==> config.mk <==
export PLATFORM = sky130hd
export DESIGN_NAME = lfo_equal_power_auto_panner
export DESIGN_NICKNAME = d
export VERILOG_FILES = /design/src/hw/rtl/lfo_pan_pkg.sv /design/src/hw/rtl/lfo_pan_mul.sv /design/src/hw/rtl/lfo_equal_power_auto_panner.sv
export SDC_FILE = /design/constraint.sdc
export NUM_CORES = 2
export LEC_CHECK = 0
export ABC_AREA = 1
export BUFFER_PORTS_ARGS = -buffer_cell sky130_fd_sc_hd__buf_4
export CAP_MARGIN = 20
export CORE_MARGIN = 1
export CORE_UTILIZATION = 45
export DETAILED_ROUTE_END_ITERATION = 10
export PLACE_DENSITY = 0.56
export SLEW_MARGIN = 20
export SYNTH_ARGS = -nofsm -noshare
export SYNTH_HDL_FRONTEND = slang
export SYNTH_HIERARCHICAL = 1
export SYNTH_SLANG_ARGS = --single-unit
==> constraint.sdc <==
create_clock -name clk -period 15.3 [get_ports clk]
set_input_delay 0 -clock clk [delete_from_list [all_inputs] [get_ports clk]]
set_output_delay 0 -clock clk [all_outputs]
set_load 0.005 [all_outputs]
==> src/hw/rtl/lfo_pan_pkg.sv <==
// ----------------------------------------------------------------------------
// lfo_pan_pkg
// Shared types, constants and operation codes for the auto panner.
// ----------------------------------------------------------------------------
package lfo_pan_pkg;

	localparam int unsigned SampleBitsDef     = 24;
	localparam int unsigned RandomHoldDef     = 200;
	localparam logic [31:0] NoiseSeed         = 32'hACE1ACE1;
	localparam logic [31:0] NoiseMask         = 32'h80200003;
	localparam logic [14:0] AmountCap         = 15'd26214;
	localparam logic [16:0] UnityQ15          = 17'd32768;
	localparam logic [7:0]  RandomStep        = 8'd131;

	localparam logic [2:0] RegPhaseStep   = 3'd0;
	localparam logic [2:0] RegPhaseOffset = 3'd1;
	localparam logic [2:0] RegWaveSelect  = 3'd2;
	localparam logic [2:0] RegPanAmount   = 3'd3;
	localparam logic [2:0] RegInvertPan   = 3'd4;
	localparam logic [2:0] RegStereoWidth = 3'd5;
	localparam logic [2:0] RegDryWetMix   = 3'd6;

	localparam logic [2:0] WaveSine     = 3'd0;
	localparam logic [2:0] WaveTriangle = 3'd1;
	localparam logic [2:0] WaveRampUp   = 3'd2;
	localparam logic [2:0] WaveRampDown = 3'd3;
	localparam logic [2:0] WaveRandom   = 3'd4;

	typedef struct packed {
		logic signed [SampleBitsDef-1:0] left_in;
		logic signed [SampleBitsDef-1:0] right_in;
	} pan_in_t;

	typedef struct packed {
		logic signed [SampleBitsDef-1:0] left_out;
		logic signed [SampleBitsDef-1:0] right_out;
	} pan_out_t;

	// sequencer steps, most of them driving one shared multiply
	typedef enum logic [4:0] {
		ST_IDLE,
		ST_LFO,
		ST_RND,
		ST_SN_T2,
		ST_SN_I,
		ST_SN_O,
		ST_SN_S,
		ST_CAP,
		ST_POS,
		ST_U,
		ST_SR_T2,
		ST_SR_I,
		ST_SR_O,
		ST_SR_S,
		ST_SL_T2,
		ST_SL_I,
		ST_SL_O,
		ST_SL_S,
		ST_PAN_L,
		ST_PAN_R,
		ST_WID_L,
		ST_WID_R,
		ST_MIX_L,
		ST_MIX_R,
		ST_DONE
	} pan_state_t;

	// operands into the shared multiplier
	typedef struct packed {
		logic signed [40:0] a;
		logic signed [17:0] b;
	} mul_req_t;

endpackage

==> src/hw/rtl/lfo_pan_mul.sv <==
// ----------------------------------------------------------------------------
// lfo_pan_mul
// Shared signed multiplier with registered product.
// ----------------------------------------------------------------------------
module lfo_pan_mul
	import lfo_pan_pkg::*;
(
	input  logic               clk,
	input  mul_req_t           req,
	output logic signed [58:0] prod_q
);
	always_ff @(posedge clk) begin
		prod_q <= req.a * req.b;
	end
endmodule

==> src/hw/rtl/lfo_equal_power_auto_panner.sv <==
// each stereo pair runs the sequencer steps ST_LFO to ST_DONE, most of them using the
// shared multiplier; the random wave adds ST_RND and ST_CAP, and the sine adds
// ST_SN_T2 to ST_SN_S and ST_CAP; a new pair is taken only in ST_IDLE, after the
// last result is loaded; the output register is freed as soon as the result is taken
// arst_n clears phase and random state, seeds the noise register, loads register defaults
// ----------------------------------------------------------------------------
// lfo_equal_power_auto_panner
// LFO driven equal-power auto panner over a single shared multiplier.
// ----------------------------------------------------------------------------
module lfo_equal_power_auto_panner
	import lfo_pan_pkg::*;
#(
	parameter int unsigned RANDOM_HOLD_SAMPLES = RandomHoldDef
) (
	input  logic        clk,
	input  logic        arst_n,
	input  logic        cfg_we,
	input  logic [2:0]  cfg_index,
	input  logic [31:0] cfg_data,
	input  logic        in_valid,
	output logic        in_ready,
	input  pan_in_t     in_data,
	output logic        out_valid,
	input  logic        out_ready,
	output pan_out_t    out_data
);
	localparam int SB = SampleBitsDef;

	logic [19:0] phase_step_q;
	logic [31:0] phase_offset_q;
	logic [2:0]  wave_select_q;
	logic [14:0] pan_amount_q;
	logic        invert_pan_q;
	logic [15:0] stereo_width_q;
	logic [15:0] dry_wet_mix_q;

	logic [31:0]        lfo_phase_q;
	logic signed [15:0] random_target_q;
	logic signed [23:0] random_level_q;
	logic [7:0]         random_tick_q;
	logic [31:0]        noise_q;

	pan_state_t state_q, state_d;
	logic signed [SB-1:0] in_l_q, in_r_q;
	logic signed [17:0]   lfo_q;
	logic [16:0]          t_q, t2_q, u_q;
	logic [16:0]          gain_r_q;
	logic signed [SB+1:0] pan_l_q, pan_r_q, wet_l_q, wet_r_q;
	logic signed [SB+2:0] res_l_q;
	pan_out_t             out_q;
	logic                 out_valid_q;

	mul_req_t           mreq;
	logic signed [58:0] prod;

	lfo_pan_mul u_mul (.clk(clk), .req(mreq), .prod_q(prod));

	// derived combinational values
	logic [31:0] p;
	logic [15:0] h;
	logic [16:0] t_fold;
	logic [16:0] amount, width, mix;
	logic signed [SB:0]   mono;
	logic [31:0] noise_next;
	logic [7:0]  tick_inc;
	logic signed [40:0] delta;
	logic signed [23:0] level_next;
	logic signed [17:0] pos_c;
	logic signed [17:0] pos_neg;
	logic [16:0] u;
	logic [16:0] inner_c, outer_c;
	logic signed [58:0] prod_sh;
	logic        out_load;

	assign p      = lfo_phase_q + phase_offset_q;
	assign h      = p[30:15];
	assign t_fold = h[15] ? (17'h10000 - {1'b0, h}) : {1'b0, h};
	assign amount = {2'b0, (pan_amount_q > AmountCap) ? AmountCap : pan_amount_q};
	assign width  = ({1'b0, stereo_width_q} > UnityQ15) ? UnityQ15 : {1'b0, stereo_width_q};
	assign mix    = ({1'b0, dry_wet_mix_q} > UnityQ15) ? UnityQ15 : {1'b0, dry_wet_mix_q};
	assign mono   = (SB+1)'(($signed({in_l_q[SB-1], in_l_q}) + $signed({in_r_q[SB-1], in_r_q}))
		>>> 1);
	assign noise_next = noise_q[0] ? ((noise_q >> 1) ^ NoiseMask) : (noise_q >> 1);
	assign tick_inc   = random_tick_q + 8'd1;
	assign delta      = 41'(($signed({random_target_q, 8'd0})) - random_level_q);
	assign prod_sh    = prod >>> 15;
	assign level_next = 24'(random_level_q + (prod >>> 16));
	assign pos_c      = 18'(prod_sh);
	assign pos_neg    = invert_pan_q ? -pos_c : pos_c;
	assign u          = 17'((19'(pos_neg) + 19'sd32768) >>> 1);
	assign inner_c    = 17'd21167 - 17'(prod_sh);
	assign outer_c    = 17'd51472 - 17'(prod_sh);
	assign out_load   = (state_q == ST_DONE) && (!out_valid_q || out_ready);

	always_comb begin
		state_d = state_q;
		unique case (state_q)
			ST_IDLE:  if (in_valid && in_ready) state_d = ST_LFO;
			ST_LFO: begin
				unique case (wave_select_q)
					WaveRandom:                           state_d = ST_RND;
					WaveTriangle, WaveRampUp, WaveRampDown: state_d = ST_POS;
					default:                              state_d = ST_SN_T2;
				endcase
			end
			ST_RND:   state_d = ST_CAP;
			ST_SN_T2: state_d = ST_SN_I;
			ST_SN_I:  state_d = ST_SN_O;
			ST_SN_O:  state_d = ST_SN_S;
			ST_SN_S:  state_d = ST_CAP;
			ST_CAP:   state_d = ST_POS;
			ST_POS:   state_d = ST_U;
			ST_U:     state_d = ST_SR_T2;
			ST_SR_T2: state_d = ST_SR_I;
			ST_SR_I:  state_d = ST_SR_O;
			ST_SR_O:  state_d = ST_SR_S;
			ST_SR_S:  state_d = ST_SL_T2;
			ST_SL_T2: state_d = ST_SL_I;
			ST_SL_I:  state_d = ST_SL_O;
			ST_SL_O:  state_d = ST_SL_S;
			ST_SL_S:  state_d = ST_PAN_L;
			ST_PAN_L: state_d = ST_PAN_R;
			ST_PAN_R: state_d = ST_WID_L;
			ST_WID_L: state_d = ST_WID_R;
			ST_WID_R: state_d = ST_MIX_L;
			ST_MIX_L: state_d = ST_MIX_R;
			ST_MIX_R: state_d = ST_DONE;
			ST_DONE:  if (out_load) state_d = ST_IDLE;
			default:  state_d = ST_IDLE;
		endcase
	end

	// multiplier operand select; product is registered and used by the next step
	always_comb begin
		mreq = '0;
		unique case (state_q)
			ST_RND:   begin mreq.a = delta; mreq.b = 18'(RandomStep); end
			ST_POS:   begin mreq.a = 41'(lfo_q); mreq.b = 18'(amount); end
			ST_SN_T2, ST_SR_T2, ST_SL_T2: begin mreq.a = 41'(t_q); mreq.b = 18'(t_q); end
			ST_SN_I, ST_SR_I, ST_SL_I: begin mreq.a = 41'(prod_sh); mreq.b = 18'sd2463; end
			ST_SN_O, ST_SR_O, ST_SL_O: begin mreq.a = 41'(t2_q); mreq.b = 18'(inner_c); end
			ST_SN_S, ST_SR_S, ST_SL_S: begin mreq.a = 41'(t_q); mreq.b = 18'(outer_c); end
			ST_PAN_L: begin mreq.a = 41'(mono); mreq.b = 18'(prod_sh); end
			ST_PAN_R: begin mreq.a = 41'(mono); mreq.b = 18'(gain_r_q); end
			ST_WID_L: begin mreq.a = 41'(pan_l_q - in_l_q); mreq.b = 18'(width); end
			ST_WID_R: begin mreq.a = 41'(pan_r_q - in_r_q); mreq.b = 18'(width); end
			ST_MIX_L: begin mreq.a = 41'(wet_l_q - in_l_q); mreq.b = 18'(mix); end
			// held while the result waits so the last product stays put
			ST_MIX_R, ST_DONE: begin mreq.a = 41'(wet_r_q - in_r_q); mreq.b = 18'(mix); end
			default:  mreq = '0;
		endcase
	end

	assign in_ready  = (state_q == ST_IDLE);
	assign out_valid = out_valid_q;
	assign out_data  = out_q;

	function automatic logic signed [SB-1:0] sat(input logic signed [SB+2:0] v);
		logic signed [SB+2:0] hi, lo;
		hi = (SB+3)'((1 << (SB-1)) - 1);
		lo = -hi - 1;
		if (v > hi) return hi[SB-1:0];
		else if (v < lo) return lo[SB-1:0];
		else return v[SB-1:0];
	endfunction

	always_ff @(posedge clk or negedge arst_n) begin
		if (!arst_n) begin
			phase_step_q    <= 20'd89478;
			phase_offset_q  <= 32'h80000000;
			wave_select_q   <= WaveSine;
			pan_amount_q    <= 15'd16384;
			invert_pan_q    <= 1'b0;
			stereo_width_q  <= 16'd32768;
			dry_wet_mix_q   <= 16'd32768;
			lfo_phase_q     <= '0;
			random_target_q <= '0;
			random_level_q  <= '0;
			random_tick_q   <= '0;
			noise_q         <= NoiseSeed;
			state_q         <= ST_IDLE;
			out_valid_q     <= 1'b0;
		end else begin
			state_q <= state_d;
			if (cfg_we) begin
				unique case (cfg_index)
					RegPhaseStep:   phase_step_q   <= cfg_data[19:0];
					RegPhaseOffset: phase_offset_q <= cfg_data;
					RegWaveSelect:  wave_select_q  <= cfg_data[2:0];
					RegPanAmount:   pan_amount_q   <= cfg_data[14:0];
					RegInvertPan:   invert_pan_q   <= cfg_data[0];
					RegStereoWidth: stereo_width_q <= cfg_data[15:0];
					RegDryWetMix:   dry_wet_mix_q  <= cfg_data[15:0];
					default: ;
				endcase
			end
			if (out_load) out_valid_q <= 1'b1;
			else if (out_valid_q && out_ready) out_valid_q <= 1'b0;
			if (state_q == ST_IDLE && in_valid) lfo_phase_q <= lfo_phase_q + 32'(phase_step_q);
			// random tick and target update, level step lands in ST_CAP
			if (state_q == ST_LFO && wave_select_q == WaveRandom) begin
				if (32'(tick_inc) >= RANDOM_HOLD_SAMPLES) begin
					random_tick_q   <= '0;
					noise_q         <= noise_next;
					random_target_q <= $signed(noise_next[31:16]);
				end else begin
					random_tick_q <= tick_inc;
				end
			end
			if (state_q == ST_CAP && wave_select_q == WaveRandom)
				random_level_q <= level_next;
		end
	end

	// datapath registers
	always_ff @(posedge clk) begin
		unique case (state_q)
			ST_IDLE: begin
				in_l_q <= in_data.left_in;
				in_r_q <= in_data.right_in;
			end
			ST_LFO: begin
				unique case (wave_select_q)
					WaveTriangle: lfo_q <= p[31] ? -18'(t_fold) : 18'(t_fold);
					WaveRampUp:   lfo_q <= 18'(p[31:16]) - 18'sd32768;
					WaveRampDown: lfo_q <= 18'sd32768 - 18'(p[31:16]);
					default:      lfo_q <= '0;
				endcase
				t_q <= t_fold;
			end
			ST_SN_I, ST_SR_I, ST_SL_I: t2_q <= 17'(prod_sh);
			ST_CAP: begin
				if (wave_select_q == WaveRandom)
					lfo_q <= 18'(level_next >>> 8);
				else
					lfo_q <= p[31] ? -18'(prod_sh) : 18'(prod_sh);
			end
			ST_U: begin
				t_q <= u;
				u_q <= u;
			end
			ST_SR_S:  t_q <= UnityQ15 - u_q;
			ST_SL_T2: gain_r_q <= 17'(prod_sh);
			ST_PAN_R: pan_l_q <= (SB+2)'(prod_sh);
			ST_WID_L: pan_r_q <= (SB+2)'(prod_sh);
			ST_WID_R: wet_l_q <= (SB+2)'(in_l_q + prod_sh);
			ST_MIX_L: wet_r_q <= (SB+2)'(in_r_q + prod_sh);
			ST_MIX_R: res_l_q <= (SB+3)'(in_l_q + prod_sh);
			ST_DONE: begin
				if (out_load) begin
					out_q.left_out  <= sat(res_l_q);
					out_q.right_out <= sat((SB+3)'(in_r_q + prod_sh));
				end
			end
			default: ;
		endcase
	end

	assert property (@(posedge clk) disable iff (!arst_n) out_valid && !out_ready |=> out_valid)
		else $error("result dropped");
	assert property (@(posedge clk) disable iff (!arst_n)
		out_valid && !out_ready |=> $stable(out_data))
		else $error("result changed while waiting");
	assert property (@(posedge clk) disable iff (!arst_n) in_valid && in_ready |=> !in_ready)
		else $error("second request during work");
	assert property (@(posedge clk) disable iff (!arst_n)
		(state_q == ST_DONE) && (!out_valid || out_ready) |=> out_valid)
		else $error("no result after last step");
endmodule
**After elaboration in Yosys (flattened, before gate mapping)**

Cells that the tools add are included.

- Flip-flop bits (word level): 590
- Output and inout bits: 50

- $add $sub $neg: 21
- $mul: 1
- Magnitude comparators: 8
- Equal/unequal tests: 36
- Multiplexer cells: 22
- Bitwise gates (word level): 1
- Reductions and logical operators: 29

Operator list:

| kind | number |
|---|---|
| 59-bit case mux with 12 select lines | 1 |
| 5-bit case mux with 24 select lines | 1 |
| 26-bit by 24-bit subtractor with 27-bit output | 4 |
| 18-bit two-way mux | 4 |
| 41-bit by 18-bit multiplier with 56-bit output | 1 |
| 24-bit by 27-bit adder with 27-bit output | 2 |
| 27-bit by 24-bit > comparator with 1-bit output (second input constant) | 2 |
| 27-bit by 24-bit < comparator with 1-bit output (second input constant) | 2 |
| 18-bit case mux with 3 select lines | 1 |
| 17-bit case mux with 3 select lines | 1 |
| 24-bit two-way mux | 2 |
| 5-bit == test (second input constant) | 9 |
| 5-bit by 4-bit == test with 1-bit output (second input constant) | 8 |
| 18-bit case mux with 2 select lines | 1 |
| 16-bit by 17-bit subtractor with 17-bit output (first input constant) | 2 |
| 32-bit by 20-bit adder with 32-bit output | 1 |
| 32-bit adder | 1 |
| 16-bit > comparator (second input constant) | 2 |
| 16-bit two-way mux | 2 |
| 32-bit two-way mux | 1 |
| 24-bit by 24-bit adder with 25-bit output | 1 |
| 24-bit by 24-bit subtractor with 25-bit output | 1 |
| 24-bit adder | 1 |
| 5-bit by 3-bit == test with 1-bit output (second input constant) | 4 |
| other kinds (34) | 63 |

**Logic depth before layout (Yosys ltp)**

- Word-level depth: 7
- Depth in mapped cells: 50
- Gate-level depth less buffers: 48

**By module**

The synthesis kept the hierarchy.

Modules (own cells, without submodules):

| module | instances | cells an instance | area each (sq um) | seq. area each (sq um) |
|---|---|---|---|---|
| lfo_equal_power_auto_panner | 1 | 4723 | 37140.6 | 14765.4 |
| lfo_pan_mul | 1 | 3836 | 28554.9 | 1181.1 |

**Worst setup path before layout**

Ideal clock, no wire load.

- Path kind: reg2reg
- Start point: register state_q[3]
- End point: register u_mul.prod_q[50]
- Setup time: 0.113 ns
- Arrival time: 7.976 ns
- Slack: 7.211 ns
- Stages on the path, launching flop included: 37
- Path through: dfrtp_1 > nor2_1 > inv_1 > nor2_1 > inv_1 > nor2_1 > inv_1 > nand2_1 > nor2_1 > inv_1 > nand2_1 > inv_1 > clkbuf_1 > a21oi_1 > nand4_1 > clkbuf_1 > clkbuf_1 > nand2_1 > inv_1 > fa_1 > fa_1 > ha_1 > inv_1 > fa_1 > inv_1 > fa_1 > fa_1 > ha_1 > nand2_1 > nor2_1 > inv_1 > nor3_2 > nand2_1 > nor2_1 > nand2_1 > nand4_1 > nand2_1

RTL lines:

| what | line | text |
|---|---|---|
| start: declaration | lfo_equal_power_auto_panner.sv:43 | `pan_state_t state_q, state_d;` |
| start signal: assignment | lfo_equal_power_auto_panner.sv:184 | `state_q <= state_d;` |
| end signal: assignment | lfo_pan_mul.sv:13 | `prod_q <= req.a * req.b;` |
| end: declaration | lfo_pan_mul.sv:10 | `output logic signed [58:0] prod_q` |

==> flow_metrics.py <==
metrics = {
    "critical_path": {
        "critical_path_class": "reg2reg",
        "path_max_fanout": 18,
        "required_ns": 15.82,
        "worst-endpoint-arrival_ns": 10.65,
        "cp_slowest_cell": "clkinv_1",
        "cp-start-kind": "flip-flop",
        "crit_path_frequent_cell": "inv_1",
        "cp-end-kind": "flip-flop",
        "critPathMaxStageDelay_ns": 0.75,
    },
    "clocking": {
        "numClockSinks": 567,
        "cts_buffers": 76,
        "h-tree-depth": 3,
        "postCtsSetupRepairBufs": 0,
        "cts.clk_slew.worst_paths_ns": 0.06,
        "clock_latency_ns": 0.69,
        "cts_resized": 0,
        "cts_tree": "yes",
        "cts_root_buf": "clkbuf_16",
        "cts_buffer_depth": 3,
    },
    "synthesis": {
        "synth_nets": 9607,
        "synth_warnings": 6,
        "synth_area_um2": 64500,
        "syn_inst": 8412,
        "synth.avg_cell_area_um2": 7.66,
    },
    "placement": {
        "portBuffers": 137,
        "place.gp.congestion": 0.984,
        "hpwl_um": 178000,
    },
    "timing": {
        "setup_tns_ns": 0,
        "slew_viol_final": 0,
        "fmax_ghz": 0.0988,
        "hold_viol": 0,
        "grt_setup_unrepaired": "no",
        "clock_skew_ns": 0.0310,
        "setup_viol": 0,
        "maxSlewHeadroom_pct": 20.1,
        "min_period_ns": 10.13,
        "finalCritPeriodShare_pct": 66.2,
        "worst_pin_slew_ns": 1.19,
    },
    "floorplanning": {
        "rows": 138,
        "die-area_um2": 145000,
        "die_h_um": 380,
        "fp.dieW_um": 380,
        "core_area_um2": 142000,
        "floorplan.initialDensity_pct": 45.5,
        "ios": 138,
    },
    "status": {
        "status": "finished clean",
    },
    "layout": {
        "multiInputGateArea_um2": 41200,
        "final_nets": 9757,
        "seqCellArea_um2": 15600,
        "drive_gt1_share_pct": 7.72,
        "syn_to_final_growth_pct": 10.8,
        "fillers": 14100,
    },
    "routing": {
        "first_iter_violations": 5051,
        "wire_per_inst_um": 21.7,
        "vias": 56300,
        "dr.pass1.iters": 6,
        "drcViolationCount": 0,
        "ant_nets": 0,
        "avgViaCountPerCell": 5.35,
        "totalWireLength_um": 228000,
    },
    "global_route": {
        "grt.overflow.total": 0,
        "grt_max_degree": 80,
        "track_usage_pct": 31.5,
        "grt_first_pass_wirelength_um": 346000,
        "grt_pass1_vias": 56900,
        "antenna_found_initial": 11,
    },
    "worst_hold_path": {
        "min_path_type": "in2reg",
    },
    "flow_run": {
        "maxCapViolations": 0,
    },
}
worst max-delay path, delay by kind of cell (launching register included):
kind | cells | cell delay, ns
buffers and inverters | 13 | 2.05
adder cells (fa/ha/maj) | 7 | 3.37
flip-flops | 1 | 0.44
AO/OA/AOI/OAI | 4 | 1.39
XOR/XNOR | 1 | 0.45
AND/OR/NAND/NOR | 12 | 2.24
metal layers:
layer	vias to the layer above	share of wire (%)	track usage, %
met5	-	0	0
met4	0	4.3	12.2
met3	375	6.5	3.55
met2	2029	46	51.2
met1	27500	43	43.1
li1	26400	-	-
sequential cells by signal (all words and copies together) (netlist names), 26 cells and up:
| register | cells |
|---|---|
| u_mul/prod_q | 41 |
| phase_offset_q | 32 |
| pan_l_q | 26 |
| wet_r_q | 26 |
| wet_l_q | 26 |
| res_l_q | 27 |
| pan_r_q | 26 |
| out_data | 48 |
| lfo_phase_q | 32 |
placed cells by master, fill, tap and decap left out, types with 44 or more instances in the layout:
cell type and instances:
o21ai_0 415, clkbuf_16 77, inv_1 1768, xnor2_1 47, nand3_1 284, dfrtp_1 184, nand2_1 2274, fa_1 692
nand4_1 63, xor2_1 109, or2_2 44, nor3_1 57, ha_1 415, edfxtp_1 313, buf_4 251, a21oi_1 430
dlygate4sd3_1 91, nand2_2 59, nor2_1 427
metrics by stage:
stage | area, um2 | utilization (%) | setup WS, ns | hold WS (ns) | instances
2_1_floorplan | 64500 | - | 7.26 | -0.296 | 8412
3_3_place_gp | 67900 | 47.9 | 4.94 | 0.0585 | 10300
3_5_place_dp | 67900 | 47.9 | 5.36 | 0.0556 | 10300
4_1_cts | 71400 | 50.4 | 5.32 | 0.0115 | 10500
5_1_grt | 71400 | 50.4 | 4.72 | 0.0357 | 10500
6_report | 71400 | 50.4 | 5.17 | 0.0492 | 10500
path summary, 6_finish.rpt:
check	start	to	slack (ns)	depth (start not counted)
setup / recovery	state_q[1]	u_mul/prod_q[36]	5.17	37
hold / removal	in_data[14]	in_r_q[14]	0.05	2
setup reg to reg	state_q[1]	u_mul/prod_q[36]	5.17	37
hold reg to reg	noise_q[6]	noise_q[6]	0.46	2
max in group asynchronous	arst_n	phase_step_q[6]	13.85	4
min in group asynchronous	arst_n	phase_offset_q[31]	0.56	3
repair_timing:
action / in CTS / in global routing
hold buffers: 92 / 0
endpoints found under the hold margin: 240 / 0
setup endpoints to repair: 0 / 0
layout make-up:
cell class,instances,area share (%)
antenna,2,0.00701
clock buffer,90,2.81
clock inverter,50,0.820
inverter,1807,9.50
multi-input combinational,5763,57.7
sequential,567,21.8
tap,1890,3.31
timing repair buffer,347,4.02
Power is not shown: default switching activity piles up to over one toggle a cycle in this logic, so the estimate is an artifact.
